File: src/design/mu8_pkg.sv
// Package with the types and constants shared by the modified UTF-8 encoder.
package mu8_pkg;

    localparam int MaxBytes = 6;

    localparam logic [7:0] NulLead      = 8'hC0;
    localparam logic [7:0] ContBase     = 8'h80;
    localparam logic [7:0] SurrLead     = 8'hED;
    localparam logic [3:0] SurrHighTag  = 4'hA;
    localparam logic [3:0] SurrLowTag   = 4'hB;
    localparam logic [1:0] ContTag      = 2'b10;
    localparam logic [2:0] Lead2Tag     = 3'b110;
    localparam logic [3:0] Lead3Tag     = 4'b1110;
    localparam logic [4:0] Lead4Tag     = 5'b11110;

    typedef struct packed {
        logic [7:0] in_byte;
        logic       has_byte;
        logic       end_of_string;
    } t_in_item;

    typedef struct packed {
        logic [MaxBytes-1:0][7:0] bytes;
        logic [2:0]               nbytes;
        logic                     summ;
        logic [15:0]              len;
        logic                     inv;
    } t_burst;

    typedef struct packed {
        logic [7:0]  out_byte;
        logic        is_length;
        logic [15:0] encoded_length;
        logic        input_invalid;
        logic        final_item;
    } t_out_item;

endpackage

File: src/design/mu8_if.sv
// Handshake interfaces for the input and result channels of the encoder.
interface mu8_in_if;
    logic       valid;
    logic       ready;
    logic [7:0] in_byte;
    logic       has_byte;
    logic       end_of_string;

    modport source(output valid, output in_byte, output has_byte, output end_of_string,
                   input ready);
    modport sink(input valid, input in_byte, input has_byte, input end_of_string,
                 output ready);
endinterface

interface mu8_out_if;
    logic        valid;
    logic        ready;
    logic [7:0]  out_byte;
    logic        is_length;
    logic [15:0] encoded_length;
    logic        input_invalid;
    logic        final_item;

    modport source(output valid, output out_byte, output is_length, output encoded_length,
                   output input_invalid, output final_item, input ready);
    modport sink(input valid, input out_byte, input is_length, input encoded_length,
                 input input_invalid, input final_item, output ready);
endinterface

File: src/design/mu8_in_reg.sv
// Input register that holds one accepted beat until the encoder core takes it.
module mu8_in_reg (
    input  logic              i_clk,
    input  logic              i_rst_n,
    input  logic              i_valid,
    output logic              o_ready,
    input  mu8_pkg::t_in_item i_item,
    input  logic              i_step,
    output logic              o_valid,
    output mu8_pkg::t_in_item o_item
);

    logic              r_valid;
    mu8_pkg::t_in_item r_item;

    assign o_ready = !r_valid || i_step;
    assign o_valid = r_valid;
    assign o_item  = r_item;

    always_ff @(posedge i_clk) begin
        if (!i_rst_n) begin
            r_valid <= 1'b0;
        end else if (i_valid && o_ready) begin
            r_valid <= 1'b1;
        end else if (i_step) begin
            r_valid <= 1'b0;
        end
    end

    always_ff @(posedge i_clk) begin
        if (i_valid && o_ready) begin
            r_item <= i_item;
        end
    end

endmodule

File: src/design/mu8_core.sv
// Encoder core: per-string state and the burst of results for one input beat.
module mu8_core (
    input  logic              i_clk,
    input  logic              i_rst_n,
    input  logic              i_step,
    input  mu8_pkg::t_in_item i_item,
    output logic              o_load,
    output mu8_pkg::t_burst   o_burst
);

    logic [1:0]      r_copy, n_copy;
    logic            r_four, n_four;
    logic [2:0][7:0] r_held, n_held;
    logic [1:0]      r_hcnt, n_hcnt;
    logic [1:0]      r_chk, n_chk;
    logic [15:0]     r_mcnt, n_mcnt;
    logic [15:0]     r_rcnt, n_rcnt;
    logic            r_inv, n_inv;

    logic [7:0]      b;
    logic [3:0]      high_sel;
    logic            end_inv;
    mu8_pkg::t_burst burst;

    assign b        = i_item.in_byte;
    assign high_sel = {r_held[0][1:0], r_held[1][5:4]} - 4'd1;

    always_comb begin
        n_copy  = r_copy;
        n_four  = r_four;
        n_held  = r_held;
        n_hcnt  = r_hcnt;
        n_chk   = r_chk;
        n_mcnt  = r_mcnt;
        n_rcnt  = r_rcnt;
        n_inv   = r_inv;
        end_inv = 1'b0;
        burst   = '0;

        if (i_item.has_byte) begin
            n_rcnt = r_rcnt + 16'd1;
            if ((r_four || (r_copy != 2'd0)) && (r_chk != 2'd0)) begin
                if (b[7:6] != mu8_pkg::ContTag) begin
                    n_inv = 1'b1;
                end
                n_chk = r_chk - 2'd1;
            end
            priority if (r_four) begin
                if (r_hcnt != 2'd3) begin
                    n_held[r_hcnt] = b;
                    n_hcnt         = r_hcnt + 2'd1;
                end else begin
                    burst.bytes[0] = mu8_pkg::SurrLead;
                    burst.bytes[1] = {mu8_pkg::SurrHighTag, high_sel};
                    burst.bytes[2] = {mu8_pkg::ContTag, r_held[1][3:0], r_held[2][5:4]};
                    burst.bytes[3] = mu8_pkg::SurrLead;
                    burst.bytes[4] = {mu8_pkg::SurrLowTag, r_held[2][3:0]};
                    burst.bytes[5] = b;
                    burst.nbytes   = 3'd6;
                    n_four         = 1'b0;
                    n_hcnt         = 2'd0;
                    n_chk          = 2'd0;
                end
            end else if (r_copy != 2'd0) begin
                burst.bytes[0] = b;
                burst.nbytes   = 3'd1;
                n_copy         = r_copy - 2'd1;
            end else if (!b[7]) begin
                if (b == 8'd0) begin
                    burst.bytes[0] = mu8_pkg::NulLead;
                    burst.bytes[1] = mu8_pkg::ContBase;
                    burst.nbytes   = 3'd2;
                    n_mcnt         = r_mcnt + 16'd2;
                end else begin
                    burst.bytes[0] = b;
                    burst.nbytes   = 3'd1;
                    n_mcnt         = r_mcnt + 16'd1;
                end
            end else if (b[7:5] == mu8_pkg::Lead2Tag) begin
                burst.bytes[0] = b;
                burst.nbytes   = 3'd1;
                n_copy         = 2'd1;
                n_chk          = 2'd1;
                n_mcnt         = r_mcnt + 16'd2;
            end else if (b[7:4] == mu8_pkg::Lead3Tag) begin
                burst.bytes[0] = b;
                burst.nbytes   = 3'd1;
                n_copy         = 2'd2;
                n_chk          = 2'd2;
                n_mcnt         = r_mcnt + 16'd3;
            end else if (b[7:3] == mu8_pkg::Lead4Tag) begin
                n_four    = 1'b1;
                n_held[0] = b;
                n_hcnt    = 2'd1;
                n_chk     = 2'd3;
                n_mcnt    = r_mcnt + 16'd6;
            end else begin
                n_inv = 1'b1;
            end
        end

        if (i_item.end_of_string) begin
            end_inv     = n_inv || (n_copy != 2'd0) || n_four;
            burst.summ  = 1'b1;
            burst.inv   = end_inv;
            burst.len   = end_inv ? n_rcnt : n_mcnt;
            n_copy      = 2'd0;
            n_four      = 1'b0;
            n_hcnt      = 2'd0;
            n_chk       = 2'd0;
            n_mcnt      = 16'd0;
            n_rcnt      = 16'd0;
            n_inv       = 1'b0;
        end
    end

    assign o_burst = burst;
    assign o_load  = i_step && ((burst.nbytes != 3'd0) || burst.summ);

    always_ff @(posedge i_clk) begin
        if (!i_rst_n) begin
            r_copy <= 2'd0;
            r_four <= 1'b0;
            r_hcnt <= 2'd0;
            r_chk  <= 2'd0;
            r_mcnt <= 16'd0;
            r_rcnt <= 16'd0;
            r_inv  <= 1'b0;
        end else if (i_step) begin
            r_copy <= n_copy;
            r_four <= n_four;
            r_hcnt <= n_hcnt;
            r_chk  <= n_chk;
            r_mcnt <= n_mcnt;
            r_rcnt <= n_rcnt;
            r_inv  <= n_inv;
        end
    end

    always_ff @(posedge i_clk) begin
        if (i_step) begin
            r_held <= n_held;
        end
    end

endmodule

File: src/design/mu8_out_buf.sv
// Result register that holds one burst and hands it out one beat at a time.
module mu8_out_buf (
    input  logic                i_clk,
    input  logic                i_rst_n,
    input  logic                i_load,
    input  mu8_pkg::t_burst     i_burst,
    output logic                o_free,
    output logic                o_valid,
    input  logic                i_ready,
    output mu8_pkg::t_out_item  o_item
);

    logic            r_valid;
    mu8_pkg::t_burst r_burst;
    logic [2:0]      r_idx;
    logic            at_summ;
    logic            last;
    logic            take;

    assign at_summ = (r_idx == r_burst.nbytes);
    assign last    = r_burst.summ ? at_summ : (r_idx == r_burst.nbytes - 3'd1);
    assign take    = r_valid && i_ready;
    assign o_free  = !r_valid || (take && last);
    assign o_valid = r_valid;

    always_comb begin
        o_item = '0;
        if (at_summ) begin
            o_item.is_length      = 1'b1;
            o_item.encoded_length = r_burst.len;
            o_item.input_invalid  = r_burst.inv;
            o_item.final_item     = 1'b1;
        end else begin
            o_item.out_byte = r_burst.bytes[r_idx];
        end
    end

    always_ff @(posedge i_clk) begin
        if (!i_rst_n) begin
            r_valid <= 1'b0;
            r_idx   <= 3'd0;
        end else if (i_load && o_free) begin
            r_valid <= 1'b1;
            r_idx   <= 3'd0;
        end else if (take && last) begin
            r_valid <= 1'b0;
        end else if (take) begin
            r_idx <= r_idx + 3'd1;
        end
    end

    always_ff @(posedge i_clk) begin
        if (i_load && o_free) begin
            r_burst <= i_burst;
        end
    end

endmodule

File: src/design/modified_utf8_encoder.sv
// Top level of the modified UTF-8 encoder.
// Each input beat carries one UTF-8 byte and/or an end-of-string mark, and the block returns
// the modified UTF-8 bytes followed, at the end of each string, by one summary beat that
// holds the 16-bit encoded length and an invalid-input flag. An input beat is registered in an
// input register and then processed by the encoder core, and its results are held in a result
// register that sends one beat per cycle on the output port while the output is ready. A new
// input beat is taken every cycle as long as each beat yields at most one result and the
// output is not stalled; a beat that yields more results holds the result register until all
// are sent (two for NUL, six for the last byte of a four-byte sequence, plus one for the
// summary), and the lead and first two following bytes of a four-byte sequence give no
// result. The single output port sets the rate.
module modified_utf8_encoder (
    input  logic             i_clk,
    input  logic             i_rst_n,
    mu8_in_if.sink           i_in,
    mu8_out_if.source        o_out
);

    mu8_pkg::t_in_item  in_item;
    mu8_pkg::t_in_item  core_item;
    mu8_pkg::t_burst    burst;
    mu8_pkg::t_out_item out_item;
    logic               core_valid;
    logic               step;
    logic               load;
    logic               free;

    assign in_item.in_byte       = i_in.in_byte;
    assign in_item.has_byte      = i_in.has_byte;
    assign in_item.end_of_string = i_in.end_of_string;

    assign step = core_valid && free;

    mu8_in_reg u_in_reg (
        .i_clk   (i_clk),
        .i_rst_n (i_rst_n),
        .i_valid (i_in.valid),
        .o_ready (i_in.ready),
        .i_item  (in_item),
        .i_step  (step),
        .o_valid (core_valid),
        .o_item  (core_item)
    );

    mu8_core u_core (
        .i_clk   (i_clk),
        .i_rst_n (i_rst_n),
        .i_step  (step),
        .i_item  (core_item),
        .o_load  (load),
        .o_burst (burst)
    );

    mu8_out_buf u_out_buf (
        .i_clk   (i_clk),
        .i_rst_n (i_rst_n),
        .i_load  (load),
        .i_burst (burst),
        .o_free  (free),
        .o_valid (o_out.valid),
        .i_ready (o_out.ready),
        .o_item  (out_item)
    );

    assign o_out.out_byte       = out_item.out_byte;
    assign o_out.is_length      = out_item.is_length;
    assign o_out.encoded_length = out_item.encoded_length;
    assign o_out.input_invalid  = out_item.input_invalid;
    assign o_out.final_item     = out_item.final_item;

endmodule

File: src/flat_wrapper.sv
// flat-port wrapper written by rule: the top's interface ports become plain ports
module modified_utf8_encoder_flat 
  (i_clk, i_rst_n, i_in_valid, i_in_in_byte, i_in_has_byte, i_in_end_of_string, i_in_ready, o_out_valid, o_out_out_byte, o_out_is_length, o_out_encoded_length, o_out_input_invalid, o_out_final_item, o_out_ready);
  mu8_in_if i_in_i ();
  mu8_out_if o_out_i ();
  input  logic i_clk;
  input  logic i_rst_n;
  input wire logic [$bits(i_in_i.valid)-1:0] i_in_valid;
  input wire logic [$bits(i_in_i.in_byte)-1:0] i_in_in_byte;
  input wire logic [$bits(i_in_i.has_byte)-1:0] i_in_has_byte;
  input wire logic [$bits(i_in_i.end_of_string)-1:0] i_in_end_of_string;
  output wire logic [$bits(i_in_i.ready)-1:0] i_in_ready;
  output wire logic [$bits(o_out_i.valid)-1:0] o_out_valid;
  output wire logic [$bits(o_out_i.out_byte)-1:0] o_out_out_byte;
  output wire logic [$bits(o_out_i.is_length)-1:0] o_out_is_length;
  output wire logic [$bits(o_out_i.encoded_length)-1:0] o_out_encoded_length;
  output wire logic [$bits(o_out_i.input_invalid)-1:0] o_out_input_invalid;
  output wire logic [$bits(o_out_i.final_item)-1:0] o_out_final_item;
  input wire logic [$bits(o_out_i.ready)-1:0] o_out_ready;
  assign i_in_i.valid = i_in_valid;
  assign i_in_i.in_byte = i_in_in_byte;
  assign i_in_i.has_byte = i_in_has_byte;
  assign i_in_i.end_of_string = i_in_end_of_string;
  assign i_in_ready = i_in_i.ready;
  assign o_out_valid = o_out_i.valid;
  assign o_out_out_byte = o_out_i.out_byte;
  assign o_out_is_length = o_out_i.is_length;
  assign o_out_encoded_length = o_out_i.encoded_length;
  assign o_out_input_invalid = o_out_i.input_invalid;
  assign o_out_final_item = o_out_i.final_item;
  assign o_out_i.ready = o_out_ready;
  modified_utf8_encoder u_core (.i_clk(i_clk), .i_rst_n(i_rst_n), .i_in(i_in_i), .o_out(o_out_i));
endmodule
File: config.mk
export PLATFORM = sky130hd
export DESIGN_NAME = modified_utf8_encoder_flat
export DESIGN_NICKNAME = d
export VERILOG_FILES = /design/src/design/mu8_pkg.sv /design/src/design/mu8_if.sv /design/src/design/mu8_in_reg.sv /design/src/design/mu8_core.sv /design/src/design/mu8_out_buf.sv /design/src/design/modified_utf8_encoder.sv /design/src/flat_wrapper.sv
export SDC_FILE = /design/constraint.sdc
export NUM_CORES = 1
export LEC_CHECK = 0
export BUFFER_PORTS_ARGS = -buffer_cell sky130_fd_sc_hd__buf_2
export CAP_MARGIN = 20
export CORE_UTILIZATION = 30
export CTS_BUF_LIST = sky130_fd_sc_hd__clkbuf_8
export DETAILED_ROUTE_END_ITERATION = 8
export REMOVE_ABC_BUFFERS = 1
export SYNTH_ARGS = -nofsm -noshare
export SYNTH_HDL_FRONTEND = slang
export SYNTH_SLANG_ARGS = --single-unit
File: constraint.sdc
create_clock -name i_clk -period 4.9 [get_ports i_clk]
set_input_delay 1.47 -clock i_clk [delete_from_list [all_inputs] [get_ports i_clk]]
set_output_delay 1.47 -clock i_clk [all_outputs]
set_load 0.02 [all_outputs]
==> impl_metrics.env <==
export IMPL_outcome="complete, no violations"
export IMPL_slew_viol_final=0
export IMPL_cts_tree="yes"
export IMPL_fill_cells=2326
export IMPL_cts_hold_buf=0
export IMPL_critical_path_class="reg2out"
export IMPL_clock_fmax_ghz=0.2292
export IMPL_cts_post_setup_buffers_inserted=0
export IMPL_path_buf_inv=1
export IMPL_crit_path_end_kind="output pin"
export IMPL_p_leak_nw=2.848
export IMPL_io_pins=43
export IMPL_syn_mean_instance_area_sq_um=9.391
export IMPL_worst_pin_slew_ns=0.9826
export IMPL_root_buffer="clkbuf_8"
export IMPL_track_usage_pct=15.49
export IMPL_crit_required_ns=3.43
export IMPL_crit_chain="xor3_1, or4_4, and2_1, o211ai_1, buf_2"
export IMPL_hold_viol_final=0
export IMPL_critPathLaunchType="flip-flop"
export IMPL_dp_hpwl_microns=12350
export IMPL_ant_nets=0
export IMPL_remaining_drc_errors=0
export IMPL_hold_path_class="reg2reg"
export IMPL_first_global_vias=5325
export IMPL_yosysSeqAreaShare_pct=45.74
export IMPL_core_area_sq_um=22920
export IMPL_max_slew_margin_pct=34.25
export IMPL_path_delay_family="simple AND/OR/NAND/NOR gates"
export IMPL_yosysWarnings=0
export IMPL_drive_above_1_share_pct=12.98
export IMPL_firstDrtPassIters=5
export IMPL_cts_buffers=17
export IMPL_cpPeakStageDelay_ns=0.73
export IMPL_hold_depth=2
export IMPL_path_clk_slew_ns=0.08
export IMPL_routedWlPerCell_microns=16.62
export IMPL_grt_max_degree=55
export IMPL_worstRegToRegCells=6
export IMPL_cts_repair_resized=0
export IMPL_fin_nets=802
export IMPL_gp_routability_congestion=0.8701
export IMPL_power_density_nw_per_um2=286.9
export IMPL_antenna_found_initial=0
export IMPL_ys_flop_type="edfxtp_1"
export IMPL_dieWidth_microns=155.7
export IMPL_setup_tns_ns=0
export IMPL_ys_ff_latch=123
export IMPL_num_vias=5704
export IMPL_synth_lib_cells_used_distinct=70
export IMPL_worstSkewPairLatency_ns=0.45
export IMPL_most_common_layout_cells="edfxtp_1 (78), nand2_1 (59), o21ai_0 (59), nor2_1 (54), dfxtp_1 (45)"
export IMPL_pre_cts_ws_ns=1.028
export IMPL_start_util_pct=30.94
export IMPL_fin_skew_ns=0.01540
export IMPL_io_buffers=42
export IMPL_setup_viol=0
export IMPL_drv_cap=0
export IMPL_layout_commonest_cell="edfxtp_1"
export IMPL_cp_num_cells=5
export IMPL_viasPerCell=5.190
export IMPL_worstPathArrival_ns=2.89
export IMPL_syn_inst=755
export IMPL_async_flop_share_pct=0
export IMPL_gr_total_overflow=0
export IMPL_worstPathMaxFanout=15
export IMPL_synth_area_sq_um=7091
export IMPL_die_area_sq_um=24250
export IMPL_route_final_wire_length_microns=18270
export IMPL_fin_crit_sh_pct=89.02
export IMPL_first_iter_violations=466
export IMPL_clock_sinks=123
export IMPL_area_growth_pct=12.14
export IMPL_synth_edf_count=78
export IMPL_die_h_microns=155.7
export IMPL_grt_first_pass_wirelength_microns=28950
export IMPL_rsz0062_at_grt="no"
export IMPL_min_period_ns=4.362
export IMPL_row_count=55
export IMPL_htree_levels=4
export IMPL_crit_slowest_cell="dfxtp_1"
export IMPL_diodes=0
export IMPL_cts_path_max_buffers=2
export IMPL_finalWorstSetupSlack_ns=0.5379
export IMPL_vdd_drop_max_v=0.0001506
[state kept, by name, indices dropped and copies added (netlist names), 3 cells and up]
register                  flops
u_core.u_core.r_held         14
u_core.u_core.r_mcnt         16
u_core.u_core.r_rcnt         16
u_core.u_in_reg.o_item       10
u_core.u_out_buf.r_burst     54
u_core.u_out_buf.r_idx        3
[area by class of cell]
type | count | area, sq um | share of cell area [%]
clock buffer | 17 | 234.0 | 2.943
clock inverter | 15 | 157.7 | 1.983
inverter | 31 | 116.4 | 1.463
multi-input combinational | 547 | 3516 | 44.22
sequential | 123 | 3243 | 40.79
tap | 313 | 391.6 | 4.925
timing repair buffer | 53 | 292.8 | 3.682
[worst register-to-register path, stage by stage (launching register included)]
cell and delay [ns]:
dfxtp_1 0.73, xor3_1 0.54, or4_4 0.52, a31oi_1 0.67, o31ai_1 0.26, inv_2 0.09
buf_4 0.57
[kinds of logic (layout without fill, tap and decap cells)]
kind of cell             count (synthesis)  count (layout)  share of synthesized area, %
AO/OA/AOI/OAI                          182             182                         16.38
multiplexers                            20              20                         3.741
AND/OR/NAND/NOR                        296             296                         22.25
XOR/XNOR                                34              34                         4.412
buffers and inverters                   85             116                         4.835
flip-flops                             123             123                         45.74
adder cells (fa/ha/maj)                 15              15                         2.647
[report_power, final]
group,switching (mW),internal [mW]
clock network,0.422,0.492
registers,0.0277,1.13
logic,0.139,0.0680
[cells in the mapped netlist, types with 3 or more instances]
cell      instances  area share, %
inv_1            31            1.6
o211ai_1          8           0.85
xor2_1           12            1.5
edfxtp_1         78             33
a21oi_1          43            3.0
o21ai_0          59            4.2
nor4_1            7           0.62
mux2i_1          13            1.8
a221oi_1          4           0.49
nand2_1          59            3.1
nand3b_1          4           0.42
a211oi_1          3           0.32
a32oi_1           4           0.49
o31ai_1           4           0.42
nand3_1          40            2.8
mux4_2            5            1.6
buf_4             3           0.32
ha_1             15            2.6
a21o_1            5           0.53
nand4_1          11           0.97
or3_1             7           0.62
a21boi_0          5           0.53
and3_1            6           0.53
clkbuf_1         41            2.2
a31oi_1          11           0.97
xnor2_1          21            2.6
nand4b_1          7           0.86
and2_1           43            3.8
and4_1            6           0.74
nor3_1           16            1.1
buf_2             4           0.28
dfxtp_1          45             13
nor3b_1           3           0.32
nor2_1           54            2.9
buf_1             5           0.26
nor2b_1          12            1.1
a22oi_1           7           0.74
a22o_1            4           0.49
nand2b_1          7           0.62
[per-stage QoR]
| step | utilization [%] | area [sq um] | hold slack, ns | power, mW | instances |
|---|---|---|---|---|---|
| finish | 34.70 | 7951 | 0.4860 | 2.281 | 1099 |
| global route | 34.70 | 7951 | 0.5335 | 2.364 | 1099 |
| CTS | 34.70 | 7951 | 0.4829 | 2.300 | 1099 |
| detailed placement | 32.99 | 7560 | 0.4712 | 1.391 | 1067 |
| global placement | 32.99 | 7560 | 0.4614 | 1.389 | 1067 |
| floorplan | - | 6864 | 0.4491 | 1.304 | 701 |
[worst paths after layout]
check / to / slack, ns / from
hold / removal: u_core.u_core.r_rcnt[15]$_SDFFE_PN0N_ / 0.49 / u_core.u_core.r_rcnt[15]$_SDFFE_PN0N_
setup reg to reg: u_core.u_out_buf.r_burst[25]$_SDFFCE_PP0P_ / 1.13 / u_core.u_out_buf.r_idx[2]$_SDFFE_PP0P_
setup / recovery: i_in_ready / 0.54 / u_core.u_out_buf.r_idx[2]$_SDFFE_PP0P_
hold reg to reg: u_core.u_core.r_rcnt[15]$_SDFFE_PN0N_ / 0.49 / u_core.u_core.r_rcnt[15]$_SDFFE_PN0N_
[layer usage]
metal,wire length (microns),global-route usage [%]
met3,909,3.000
met4,252,5.696
met1,8742,21.04
met5,0,0
met2,8365,24.39
Power figures use the tool's default switching activity.
